File: src/rtl/pia_kdp_pkg.sv
package pia_kdp_pkg;

  // input transaction kinds
  typedef enum logic [1:0] {
    KIND_KEY   = 2'd0,
    KIND_READ  = 2'd1,
    KIND_WRITE = 2'd2,
    KIND_IDLE  = 2'd3
  } kind_e;

  // result transaction kinds
  typedef enum logic [0:0] {
    RES_READ    = 1'b0,
    RES_DISPLAY = 1'b1
  } res_kind_e;

  // configuration register indexes
  typedef enum logic [1:0] {
    REG_KBD_DATA    = 2'd0,
    REG_KBD_CONTROL = 2'd1,
    REG_DSP_DATA    = 2'd2,
    REG_DSP_CONTROL = 2'd3
  } cfg_reg_e;

  localparam int unsigned AddrW = 16;
  localparam int unsigned ByteW = 8;

  localparam logic [AddrW-1:0] KbdDataReset    = 16'hD010;
  localparam logic [AddrW-1:0] KbdControlReset = 16'hD011;
  localparam logic [AddrW-1:0] DspDataReset    = 16'hD012;
  localparam logic [AddrW-1:0] DspControlReset = 16'hD013;

  localparam logic [ByteW-1:0] CharLineFeed = 8'h0A;
  localparam logic [ByteW-1:0] CharReturn   = 8'h0D;
  localparam logic [ByteW-1:0] StrobeBit    = 8'h80;

  // one queued result
  typedef struct packed {
    res_kind_e        rkind;
    logic [ByteW-1:0] value;
    logic             last;
  } res_t;

  // host key byte to machine code, zero when the key has no mapping
  function automatic logic [ByteW-1:0] key_to_code(input logic [ByteW-1:0] k);
    logic [ByteW-1:0] c;
    if (k <= 8'h08) c = k;
    else if (k == 8'h09) c = '0;
    else if (k == CharLineFeed) c = CharReturn;
    else if (k <= 8'h5F) c = k;
    else if (k == 8'h60) c = '0;
    else if (k <= 8'h7A) c = k - 8'h20;
    else if (k == 8'h7F) c = 8'h5F;
    else c = '0;
    return c;
  endfunction

  // machine code to display character, zero for control codes other than return, which maps to line feed
  function automatic logic [ByteW-1:0] code_to_display(input logic [6:0] c);
    logic [ByteW-1:0] d;
    logic [ByteW-1:0] cw;
    cw = {1'b0, c};
    if (cw == CharReturn) d = CharLineFeed;
    else if (cw < 8'h20) d = '0;
    else if (cw < 8'h60) d = cw;
    else d = cw - 8'h20;
    return d;
  endfunction

endpackage

File: src/rtl/pia_keyboard_display_port_top.sv
// channel       | direction | handshake                   | payload
// --------------+-----------+-----------------------------+-------------------------------------
// s_axis        | in        | s_axis_tvalid_i/tready_o    | tuser kind, tdata addr/wdata/key
// m_axis        | out       | m_axis_tvalid_o/tready_i    | tuser result kind, tdata value, tlast
// cfg           | in        | cfg_we_i (no stall)         | cfg_index_i, cfg_data_i
//
// one input transaction is accepted per cycle while s_axis_tready_o is high; its whole step
// (key service, display service, bus access) is resolved in that cycle into the adapter
// registers; the 0 to 3 results it causes go into a 4-entry output queue drained at one
// per cycle while m_axis_tready_i is high; input is taken while the queue holds at most
// one entry, so with one result per transaction and a ready output the block sustains one
// transaction per cycle, and a three-result step stalls the input until the queue drains
// to one entry. rst_ni clears all adapter state and queue count, presets address registers
module pia_keyboard_display_port_top #(
  parameter int unsigned LINE_COLUMNS = 40
) (
  input  logic        clk_i,
  input  logic        rst_ni,
  // input stream
  input  logic        s_axis_tvalid_i,
  output logic        s_axis_tready_o,
  input  logic [31:0] s_axis_tdata_i,   // address[15:0], write_data[23:16], key_code[31:24]
  input  logic [1:0]  s_axis_tuser_i,   // kind[1:0]
  // result stream
  output logic        m_axis_tvalid_o,
  input  logic        m_axis_tready_i,
  output logic [7:0]  m_axis_tdata_o,   // value[7:0]
  output logic        m_axis_tuser_o,   // result_kind[0]
  output logic        m_axis_tlast_o,
  // configuration writes
  input  logic        cfg_we_i,
  input  logic [1:0]  cfg_index_i,
  input  logic [15:0] cfg_data_i
);
  import pia_kdp_pkg::*;

  localparam int unsigned ColW   = $clog2(LINE_COLUMNS + 1);
  localparam int unsigned QDepth = 4;
  localparam int unsigned CntW   = $clog2(QDepth + 1);
  localparam int unsigned MaxRes = 3;

  // bus address registers
  logic [AddrW-1:0] kda_q, kca_q, dda_q, dca_q;

  // adapter state
  logic [ByteW-1:0] ca_q, ca_d;   // control a
  logic [ByteW-1:0] cb_q, cb_d;   // control b
  logic [ByteW-1:0] pa_q, pa_d;   // port a data
  logic [ByteW-1:0] pb_q, pb_d;   // port b data
  logic [ByteW-1:0] da_q, da_d;   // direction a
  logic [ByteW-1:0] db_q, db_d;   // direction b
  logic             kp_q, kp_d;   // key pending
  logic [ByteW-1:0] pk_q, pk_d;   // pending key byte
  logic [ColW-1:0]  col_q, col_d;

  // output queue, head at entry 0
  res_t            q_q [QDepth];
  res_t            q_d [QDepth];
  logic [CntW-1:0] cnt_q, cnt_d;

  // unpacked input fields
  kind_e            kind;
  logic [AddrW-1:0] addr;
  logic [ByteW-1:0] wdata;
  logic [ByteW-1:0] key;
  logic             in_acc;
  logic             out_acc;

  // step results before compaction
  logic             wrap_v, char_v, read_v;
  logic [ByteW-1:0] read_val;
  logic [ByteW-1:0] code, ch;
  res_t             res [MaxRes];
  logic [1:0]       res_n;

  logic [CntW-1:0]  cnt_pop;
  logic [CntW-1:0]  slot;

  assign kind  = kind_e'(s_axis_tuser_i);
  assign addr  = s_axis_tdata_i[15:0];
  assign wdata = s_axis_tdata_i[23:16];
  assign key   = s_axis_tdata_i[31:24];

  assign s_axis_tready_o = (cnt_q <= CntW'(1));
  assign in_acc  = s_axis_tvalid_i & s_axis_tready_o;
  assign m_axis_tvalid_o = (cnt_q != '0);
  assign out_acc = m_axis_tvalid_o & m_axis_tready_i;

  assign m_axis_tdata_o = q_q[0].value;
  assign m_axis_tuser_o = q_q[0].rkind;
  assign m_axis_tlast_o = q_q[0].last;

  // translations of the held key and of the display byte
  assign code = key_to_code(pk_q);
  assign ch   = code_to_display(pb_q[6:0]);

  // one full adapter step for the accepted transaction
  always_comb begin
    ca_d = ca_q;
    cb_d = cb_q;
    pa_d = pa_q;
    pb_d = pb_q;
    da_d = da_q;
    db_d = db_q;
    kp_d = kp_q;
    pk_d = pk_q;
    col_d = col_q;
    wrap_v = 1'b0;
    char_v = 1'b0;
    read_v = 1'b0;
    read_val = '0;
    if (in_acc) begin
      if (kind == KIND_KEY) begin
        if (!kp_q) begin
          pk_d = key;
          kp_d = 1'b1;
        end
      end else begin
        // keyboard service: latch the key unless the cpu has not read the last one; an unmapped key is dropped
        if (kp_q && !ca_q[7]) begin
          if (code != '0) begin
            pa_d = code | StrobeBit;
            ca_d[7] = 1'b1;
          end
          kp_d = 1'b0;
        end
        // display service with column wrap
        if (pb_q[7]) begin
          pb_d[7] = 1'b0;
          if (ch != '0) begin
            char_v = 1'b1;
            if (ch == CharLineFeed) begin
              col_d = '0;
            end else if (col_q == ColW'(LINE_COLUMNS)) begin
              wrap_v = 1'b1;
              col_d = ColW'(1);
            end else begin
              col_d = col_q + ColW'(1);
            end
          end
        end
        // bus access; control a has priority, then control b, port a, port b
        case (kind)
          KIND_READ: begin
            if (addr == kca_q) begin
              read_v = 1'b1;
              read_val = ca_d;
            end else if (addr == dca_q) begin
              read_v = 1'b1;
              read_val = cb_q;
            end else if (addr == kda_q) begin
              read_v = 1'b1;
              read_val = ca_q[2] ? pa_d : da_q;
              ca_d[7] = 1'b0;   // reading port a acknowledges the key
            end else if (addr == dda_q) begin
              read_v = 1'b1;
              read_val = cb_q[2] ? pb_d : db_q;
            end
          end
          KIND_WRITE: begin
            if (addr == kca_q) begin
              ca_d = {ca_d[7:6], wdata[5:0]};
            end else if (addr == dca_q) begin
              cb_d = {cb_q[7:6], wdata[5:0]};
            end else if (addr == kda_q) begin
              if (ca_q[2]) pa_d = wdata;
              else da_d = wdata;
            end else if (addr == dda_q) begin
              // a port b write always sets bit 7, raising the display strobe only when cb_q[2] selects port b data
              if (cb_q[2]) pb_d = wdata | StrobeBit;
              else db_d = wdata | StrobeBit;
            end
          end
          KIND_IDLE: begin
          end
          default: begin
          end
        endcase
      end
    end
  end

  // pack the step results in order: wrap line feed, display character, read byte
  always_comb begin
    for (int i = 0; i < MaxRes; i++) begin
      res[i] = '{rkind: RES_READ, value: '0, last: 1'b0};
    end
    res_n = '0;
    if (wrap_v) begin
      res[res_n] = '{rkind: RES_DISPLAY, value: CharLineFeed, last: 1'b0};
      res_n = res_n + 2'd1;
    end
    if (char_v) begin
      res[res_n] = '{rkind: RES_DISPLAY, value: ch, last: 1'b0};
      res_n = res_n + 2'd1;
    end
    if (read_v) begin
      res[res_n] = '{rkind: RES_READ, value: read_val, last: 1'b0};
      res_n = res_n + 2'd1;
    end
    if (res_n != '0) begin
      res[res_n - 2'd1].last = 1'b1;
    end
  end

  // queue: shift on pop, append new results behind what stays
  always_comb begin
    cnt_pop = cnt_q - CntW'(out_acc);
    for (int i = 0; i < QDepth; i++) begin
      if (out_acc && (i + 1 < QDepth)) q_d[i] = q_q[i + 1];
      else q_d[i] = q_q[i];
    end
    slot = '0;
    for (int i = 0; i < QDepth; i++) begin
      slot = CntW'(i) - cnt_pop;
      if (in_acc && (CntW'(i) >= cnt_pop) && (slot < CntW'(res_n))) begin
        q_d[i] = res[slot[1:0]];
      end
    end
    cnt_d = cnt_pop + (in_acc ? CntW'(res_n) : CntW'(0));
  end

  always_ff @(posedge clk_i or negedge rst_ni) begin
    if (!rst_ni) begin
      kda_q <= KbdDataReset;
      kca_q <= KbdControlReset;
      dda_q <= DspDataReset;
      dca_q <= DspControlReset;
    end else if (cfg_we_i) begin
      case (cfg_reg_e'(cfg_index_i))
        REG_KBD_DATA:    kda_q <= cfg_data_i;
        REG_KBD_CONTROL: kca_q <= cfg_data_i;
        REG_DSP_DATA:    dda_q <= cfg_data_i;
        REG_DSP_CONTROL: dca_q <= cfg_data_i;
        default: begin
        end
      endcase
    end
  end

  always_ff @(posedge clk_i or negedge rst_ni) begin
    if (!rst_ni) begin
      ca_q  <= '0;
      cb_q  <= '0;
      pa_q  <= '0;
      pb_q  <= '0;
      da_q  <= '0;
      db_q  <= '0;
      kp_q  <= 1'b0;
      pk_q  <= '0;
      col_q <= '0;
      cnt_q <= '0;
    end else begin
      ca_q  <= ca_d;
      cb_q  <= cb_d;
      pa_q  <= pa_d;
      pb_q  <= pb_d;
      da_q  <= da_d;
      db_q  <= db_d;
      kp_q  <= kp_d;
      pk_q  <= pk_d;
      col_q <= col_d;
      cnt_q <= cnt_d;
    end
  end

  // queue payload, no reset
  always_ff @(posedge clk_i) begin
    q_q <= q_d;
  end

  // queue never overfills
  assert property (@(posedge clk_i) disable iff (!rst_ni) cnt_q <= CntW'(QDepth))
    else $error("output queue overflow");

  // a clock transaction with the ready bit clear resolves a pending key
  assert property (@(posedge clk_i) disable iff (!rst_ni)
    (in_acc && kind != KIND_KEY && !ca_q[7]) |=> !kp_q)
    else $error("key still pending after a clock transaction");

  // column stays within the line
  assert property (@(posedge clk_i) disable iff (!rst_ni) col_q <= ColW'(LINE_COLUMNS))
    else $error("display column out of range");

  // a lone queued result closes its group
  assert property (@(posedge clk_i) disable iff (!rst_ni)
    (cnt_q == CntW'(1)) |-> m_axis_tlast_o)
    else $error("final queued result lacks tlast");

  // the display strobe is consumed unless a port b write sets it again
  assert property (@(posedge clk_i) disable iff (!rst_ni)
    (in_acc && kind != KIND_KEY && pb_q[7] && !(kind == KIND_WRITE && addr == dda_q))
    |=> !pb_q[7])
    else $error("display strobe not consumed");

endmodule
File: config.mk
export PLATFORM = sky130hd
export DESIGN_NAME = pia_keyboard_display_port_top
export DESIGN_NICKNAME = d
export VERILOG_FILES = /design/src/rtl/pia_kdp_pkg.sv /design/src/rtl/pia_keyboard_display_port_top.sv
export SDC_FILE = /design/constraint.sdc
export NUM_CORES = 1
export LEC_CHECK = 0
export ABC_AREA = 0
export BUFFER_PORTS_ARGS = -buffer_cell sky130_fd_sc_hd__buf_2
export CORE_MARGIN = 4
export CORE_UTILIZATION = 50
export CTS_CLUSTER_DIAMETER = 100
export DETAILED_ROUTE_END_ITERATION = 16
export PLACE_DENSITY = 0.71
export SLEW_MARGIN = 30
export SYNTH_ARGS = -nofsm -noshare
export SYNTH_HDL_FRONTEND = slang
export SYNTH_SLANG_ARGS = --single-unit
File: constraint.sdc
create_clock -name clk_i -period 4.65 [get_ports clk_i]
set_input_delay 0.465 -clock clk_i [delete_from_list [all_inputs] [get_ports clk_i]]
set_output_delay 0.465 -clock clk_i [all_outputs]
set_load 0.03 [all_outputs]
==> summary.md, run 1 <==
### Layout
• **share of final-layout standard cells stronger than drive strength 1** 28.77%
• **number of nets in the layout** 1059
• **design area** 0.01098 mm2
• **commonest non-fill, non-tap cell in the layout** sky130_fd_sc_hd__mux2_2
• **area grow syn2layout** 12.83%
• **number of diodes** 0
• **fill cell total of the finished layout** 1632
• **commonest cells after routing, fill and taps aside** 109 x sky130_fd_sc_hd__mux2_2, 107 x sky130_fd_sc_hd__dfrtp_1, 77 x sky130_fd_sc_hd__nand2_1, 68 x sky130_fd_sc_hd__xor2_1, 67 x sky130_fd_sc_hd__buf_2
• **final cell count without fillers** 1254

### Floorplanning
• **die width** 147.5 um
• **effective utilization at floorplan** 51.51%
• **Die Footprint** 0.02176 mm2
• **I/O pin count** 69
• **count of standard-cell rows** 50
• **Die H** 147.5 um
• **Core ar.** 0.01889 mm2

### Timing
• **Setup Total Neg Slack** 0 ps
• **clock skew** 11.57 ps
• **shortest period the worst path allows** 4318 ps
• **maximum clock frequency** 231.6 MHz
• **RSZ-0062 raised after global routing** no
• **Finish-stage setup viols** 0
• **Worst Max-Slew Pin Slew** 992.4 ps
• **relative max-transition margin** 33.64%
• **final number of max-transition violations** 0
• **final cycle utilization of the critical path** 92.87%
• **total count of hold-check failures in the final report** 0

### CTS
• **number of levels in the clock H-tree** 4
• **Clock transition at path regs** 80 ps
• **clock sink count** 167
• **CTS tree** yes
• **CTS resizes** 0
• **number of clock buffers inserted by TritonCTS** 17
• **hold-fix buffer count after cts** 0
• **Root Buffer** sky130_fd_sc_hd__clkbuf_16
• **largest buffer count on any clock path** 2
• **number of buffers inserted by post-CTS setup repair** 0
• **clock latency reported for the late side of the worst-skew pair** 440 ps

### Yosys
• **post-synthesis sequential area ratio** 45.26%
• **#FFs+latches synth** 167
• **Synth Net Count** 1000
• **Post-Syn Instances** 922
• **unique cell type count in the Yosys netlist** 81
• **Post-synth EDFFs** 40
• **ys flop type** sky130_fd_sc_hd__dfrtp_1
• **YS warnings** 0
• **Post-Syn Area** 0.009732 mm2
• **Mapped Avg Cell Area** 10.56 um2
• **proportion of synthesized flip-flops having asynchronous set or reset** 76.05%

### Global routing
• **all-layer global routing usage** 22.50%
• **pin count of the biggest net entering global routing** 52
• **via count of the first global-routing pass** 7472
• **antenna violations before repair** 0
• **grt ovf** 0
• **global-route wire length before repair** 39250 um

### Setup path
• **highest net fanout along the worst path** 20
• **depth of the worst register-to-register path** 14
• **critical path data arrival time** 4600 ps
• **reg-to-reg slack, setup** 330 ps
• **reg-to-reg critical path endpoint** m_axis_tdata_o[5]$_DFFE_PP_
• **Worst Setup Start Kind** flop
• **data required time of the critical path** 4930 ps
• **kind of critical path** reg -> reg
• **R2R Path Start** cnt_q[2]$_DFF_PN0_
• **element type at the critical path end** flop

### Drt
• **starting DRC count in detailed routing** 822
• **drt drc** 0
• **remaining number of nets flagged by the antenna check after routing** 0
• **average via count per standard cell** 5.989
• **routed length per placed instance** 19.17 um
• **total iterations of the first detailed-routing run** 5
• **total detailed-routing wirelength** 24040 um
• **total number of vias** 7510

### Placement
• **cell area after placement** 0.01037 mm2
• **final HPWL from detailed placement** 17630 um
• **gpl congestion** 0.8956
• **post-placement cell count** 1221
• **buffers added on ports** 68

### Pwr
• **Static Leak** 4.595 nW
• **highest ir drop seen on vdd** 0.0003060 V
• **power density over the cells** 484.7 mW/mm2

### Status
• **run status** complete, no violations

### Min path
• **Hold Crit Class** in -> async

### Flow run
• **number of max-cap violations** 0

-- state kept, by name, indices dropped and copies added, names as in the netlist, 16 cells and up --
register / count
kca_q: 16
kda_q: 16
dda_q: 16
q_q: 30
dca_q: 16
-- worst max path at each step --
stage | slack, ps | end | from | depth (start not counted)
after CTS | 270 | m_axis_tdata_o[5]$_DFFE_PP_ | cnt_q[2]$_DFF_PN0_ | 14
after global routing | 40 | m_axis_tdata_o[5]$_DFFE_PP_ | cnt_q[2]$_DFF_PN0_ | 14
after detailed placement | 190 | m_axis_tdata_o[5]$_DFFE_PP_ | s_axis_tvalid_i | 15
after global placement | 200 | m_axis_tdata_o[5]$_DFFE_PP_ | s_axis_tvalid_i | 15
after floorplan | 50 | m_axis_tdata_o[0]$_DFFE_PP_ | cnt_q[1]$_DFF_PN0_ | 20
final | 330 | m_axis_tdata_o[5]$_DFFE_PP_ | cnt_q[2]$_DFF_PN0_ | 14
-- metrics by stage --
stage                     hold slack, ps  worst slack (ps)  power [W]  util, %
after floorplan                    169.4             51.04   0.003389        -
after global placement             456.6             204.9   0.003860    54.85
after detailed placement           453.7             192.2   0.003902    54.87
after CTS                          26.24             271.5   0.005329    58.03
after global routing               33.73             39.46   0.005644    58.12
final                              10.70             331.7   0.005323    58.12
-- synth_stat cells (19+ instances only) --
cell | instances | area [um2]
sky130_fd_sc_hd__a21oi_1 | 28 | 140.1
sky130_fd_sc_hd__clkbuf_1 | 32 | 120.1
sky130_fd_sc_hd__dfrtp_1 | 107 | 2678
sky130_fd_sc_hd__dfstp_2 | 20 | 525.5
sky130_fd_sc_hd__edfxtp_1 | 40 | 1201
sky130_fd_sc_hd__ha_1 | 20 | 250.2
sky130_fd_sc_hd__mux2_2 | 109 | 1227
sky130_fd_sc_hd__nand2_1 | 79 | 296.5
sky130_fd_sc_hd__nand3_1 | 20 | 100.1
sky130_fd_sc_hd__nor2_1 | 60 | 225.2
sky130_fd_sc_hd__nor3_1 | 19 | 95.09
sky130_fd_sc_hd__nor4_1 | 22 | 137.6
sky130_fd_sc_hd__o21ai_0 | 41 | 205.2
sky130_fd_sc_hd__xor2_1 | 68 | 595.6
-- layout make-up --
type                       instances  area, um2  area share (%)
timing repair buffer              92      526.8           4.797
clock inverter                    15      171.4           1.561
multi-input combinational        684       5055           46.03
tap                              260      325.3           2.963
sequential                       167       4404           40.11
inverter                          19      72.57          0.6609
clock buffer                      17      425.4           3.874
-- cell families (layout without fill, tap and decap cells) --
logic type / count (synthesis) / in the layout / synth area share [%]
adder cells (fa/ha/maj): 21 / 21 / 2.777
flip-flops: 167 / 167 / 45.26
AO/OA/AOI/OAI: 167 / 167 / 11.61
XOR/XNOR: 71 / 71 / 6.390
buffers and inverters: 71 / 143 / 3.188
multiplexers: 123 / 123 / 14.10
AND/OR/NAND/NOR: 302 / 302 / 16.68
-- report_power, final --
part	internal [W]	switching [W]
logic	0.000694	0.00117
clock network	0.000727	0.000690
registers	0.00183	0.000214
total	0.00325	0.00207
-- worst max-delay path, cell delays in order, from the launching register on --
cell and delay, ps:
sky130_fd_sc_hd__dfrtp_1 420, sky130_fd_sc_hd__or3b_2 570, sky130_fd_sc_hd__nor3b_4 250, sky130_fd_sc_hd__and2_1 240, sky130_fd_sc_hd__nand2_1 150, sky130_fd_sc_hd__inv_2 150
sky130_fd_sc_hd__ha_1 240, sky130_fd_sc_hd__mux2i_1 120, sky130_fd_sc_hd__ha_1 200, sky130_fd_sc_hd__or4_1 570, sky130_fd_sc_hd__or3_1 320, sky130_fd_sc_hd__mux2i_1 170
sky130_fd_sc_hd__nor2_2 170, sky130_fd_sc_hd__or4_1 500, sky130_fd_sc_hd__o211ai_1 90
-- routing by layer --
metal / track usage, % / up-vias / share of wire (%)
met5: 0 / - / 0
li1: - / 3529 / -
met3: 4.231 / 41 / 6.3
met4: 6.757 / 0 / 1.9
met1: 31.29 / 3650 / 45
met2: 36.06 / 290 / 47
Power figures use the tool's default switching activity.
==> inputs of run 2 (changes only) <==
PLACE_DENSITY = 0.68   (was 0.71)
SETUP_SLACK_MARGIN = 0.15   (was default)
clock period = 5.11 ns   (was 4.65 ns; I/O delays follow)
==> run 2 against run 1 <==
Net effect:
- wire length down 1.1%
- first-iteration DRC count down 21%
- total power decreased by 9.1%
- clock power decreased by 7%
- non-clock buffer count down 7
- global-route usage decreased by 0.19 points
- hold slack improved by 260 ps
- maximum frequency shrank 6.7%
- cell count down 0.56%
- register-to-register slack improved by 150 ps
- via count decreased by 0.99%
- critical path depth is 1 higher
==> summary.md, run 2 (same netlist as run 1, synthesis figures left out) <==
### Status
• **run status** complete, no violations

### Drt
• **average via count per standard cell** 5.963
• **total iterations of the first detailed-routing run** 5
• **total number of vias** 7436
• **remaining number of nets flagged by the antenna check after routing** 0
• **routed length per placed instance** 19.07 um
• **starting DRC count in detailed routing** 648
• **total detailed-routing wirelength** 23780 um
• **drt drc** 0

### Timing
• **Setup Total Neg Slack** 0 ps
• **shortest period the worst path allows** 4629 ps
• **clock skew** 9.789 ps
• **final cycle utilization of the critical path** 90.58%
• **relative max-transition margin** 33.08%
• **least setup slack across all paths after layout** 481.4 ps
• **Finish-stage setup viols** 0
• **maximum clock frequency** 216.0 MHz
• **RSZ-0062 raised after global routing** no
• **total count of hold-check failures in the final report** 0
• **Worst Max-Slew Pin Slew** 1001 ps
• **final number of max-transition violations** 0

### Min path
• **hold depth** 3
• **Hold Startpoint** s_axis_tdata_i[29]
• **WHS Endpoint** pk_q[5]$_DFFE_PN0P_
• **Hold Crit Class** in -> reg

### Setup path
• **buffering stage count on the worst path with inverters included** 2
• **element type at the critical path end** flop
• **kind of critical path** reg -> reg
• **Worst Setup Start Kind** flop
• **R2R Path Start** cnt_q[2]$_DFF_PN0_
• **reg-to-reg critical path endpoint** m_axis_tdata_o[5]$_DFFE_PP_
• **data required time of the critical path** 5390 ps
• **critical path data arrival time** 4910 ps
• **depth of the worst register-to-register path** 15
• **standard cell with the maximum stage delay on the critical path** sky130_fd_sc_hd__or4_1
• **highest net fanout along the worst path** 20
• **critical path's top delay family** simple AND/OR/NAND/NOR gates
• **Critical Path Max Stage Delay** 580 ps
• **reg-to-reg slack, setup** 480 ps
• **crit path cell chain** or3b_2, nor3b_2, nand2_1, nand2_1, inv_1, ha_1, inv_1, mux2i_1, ha_1, or4_1, or3_1, mux2i_1, nor2_2, or4_1, o211ai_1

### Layout
• **number of nets in the layout** 1052
• **share of final-layout standard cells stronger than drive strength 1** 28.06%
• **Multi-input gate area** 0.005052 mm2
• **area grow syn2layout** 12.32%
• **number of flip-flops under the largest register name** 30
• **final cell count without fillers** 1247
• **area taken by flip-flops and latches** 0.004404 mm2
• **number of diodes** 0
• **commonest non-fill, non-tap cell in the layout** sky130_fd_sc_hd__mux2_2
• **commonest cells after routing, fill and taps aside** 109 x sky130_fd_sc_hd__mux2_2, 107 x sky130_fd_sc_hd__dfrtp_1, 77 x sky130_fd_sc_hd__nand2_1, 68 x sky130_fd_sc_hd__xor2_1, 67 x sky130_fd_sc_hd__buf_2
• **design area** 0.01093 mm2
• **fill cell total of the finished layout** 1675
• **register ranked first by flip-flop count** q_q

### Placement
• **worst setup timing slack at the placement stage** 369.1 ps
• **gpl congestion** 0.9044
• **final HPWL from detailed placement** 17490 um
• **post-placement cell count** 1214
• **cell area after placement** 0.01032 mm2
• **buffers added on ports** 68

### CTS
• **number of buffers inserted by post-CTS setup repair** 0
• **clock latency reported for the late side of the worst-skew pair** 440 ps
• **Root Buffer** sky130_fd_sc_hd__clkbuf_16
• **hold-fix buffer count after cts** 1
• **largest buffer count on any clock path** 2
• **Clock transition at path regs** 70 ps
• **clock sink count** 167
• **number of clock buffers inserted by TritonCTS** 17
• **number of levels in the clock H-tree** 4
• **CTS resizes** 0
• **CTS tree** yes

### Floorplanning
• **I/O pin count** 69
• **effective utilization at floorplan** 51.51%
• **Die H** 147.5 um
• **die width** 147.5 um
• **count of standard-cell rows** 50
• **Core ar.** 0.01889 mm2
• **Die Footprint** 0.02176 mm2

### Global routing
• **via count of the first global-routing pass** 7233
• **grt ovf** 0
• **pin count of the biggest net entering global routing** 66
• **global-route wire length before repair** 38960 um
• **antenna violations before repair** 0
• **all-layer global routing usage** 22.32%

### Pwr
• **highest ir drop seen on vdd** 0.0002257 V
• **power density over the cells** 442.9 mW/mm2
• **Static Leak** 4.555 nW
• **post-route total power** 0.004841 W

### Flow run
• **number of max-cap violations** 0

-- run 2: cell count changes in the layout (fill, tap and decap cells not counted), sizes merged --
| cell | before | now |
|---|---|---|
| buf | 92 | 84 |
| clkinv | 6 | 5 |
| dlygate4sd3 | 0 | 1 |
| bufinv | 0 | 1 |
-- run 2: final cells by class --
| type | instances | share of cell area, % |
|---|---|---|
| sequential | 167 | 40.29 |
| timing repair buffer | 85 | 4.327 |
| tap | 260 | 2.976 |
| clock inverter | 15 | 1.625 |
| multi-input combinational | 684 | 46.22 |
| clock buffer | 17 | 3.892 |
| inverter | 19 | 0.6639 |
-- run 2: worst min-delay path: stages --
cell                      delay, ps
sky130_fd_sc_hd__buf_2           70
sky130_fd_sc_hd__nand2_1         30
sky130_fd_sc_hd__o21ai_0         60
-- run 2: through the flow --
step / hold slack, ps / utilization, %
4_1_cts: 257.2 / 57.85
6_report: 269.5 / 57.85
5_1_grt: 262.5 / 57.85
3_5_place_dp: 408.0 / 54.61
2_1_floorplan: 215.4 / -
3_3_place_gp: 408.4 / 54.55
-- run 2: worst max path at each step --
stage	depth (start not counted)	endpoint	startpoint
floorplan	20	m_axis_tdata_o[0]$_DFFE_PP_	cnt_q[2]$_DFF_PN0_
global placement	16	m_axis_tdata_o[5]$_DFFE_PP_	s_axis_tvalid_i
detailed placement	16	m_axis_tdata_o[5]$_DFFE_PP_	s_axis_tvalid_i
CTS	15	m_axis_tdata_o[5]$_DFFE_PP_	cnt_q[2]$_DFF_PN0_
global route	15	m_axis_tdata_o[5]$_DFFE_PP_	cnt_q[2]$_DFF_PN0_
finish	15	m_axis_tdata_o[5]$_DFFE_PP_	cnt_q[2]$_DFF_PN0_
-- run 2: report_power, final --
group | leakage (nW) | total, W | switching (W) | internal (W)
clock | 0.297 | 0.00132 | 0.000617 | 0.000703
sequential | 1.95 | 0.00186 | 0.000194 | 0.00167
combinational | 2.30 | 0.00166 | 0.00105 | 0.000612
-- run 2: metal layers --
metal	global-route usage, %	vias to the layer above	wire length (um)
met1	31.66	3614	10730
met2	34.76	268	11160
met5	0	-	0
li1	-	3511	-
met3	4.139	43	1400
met4	7.363	0	493
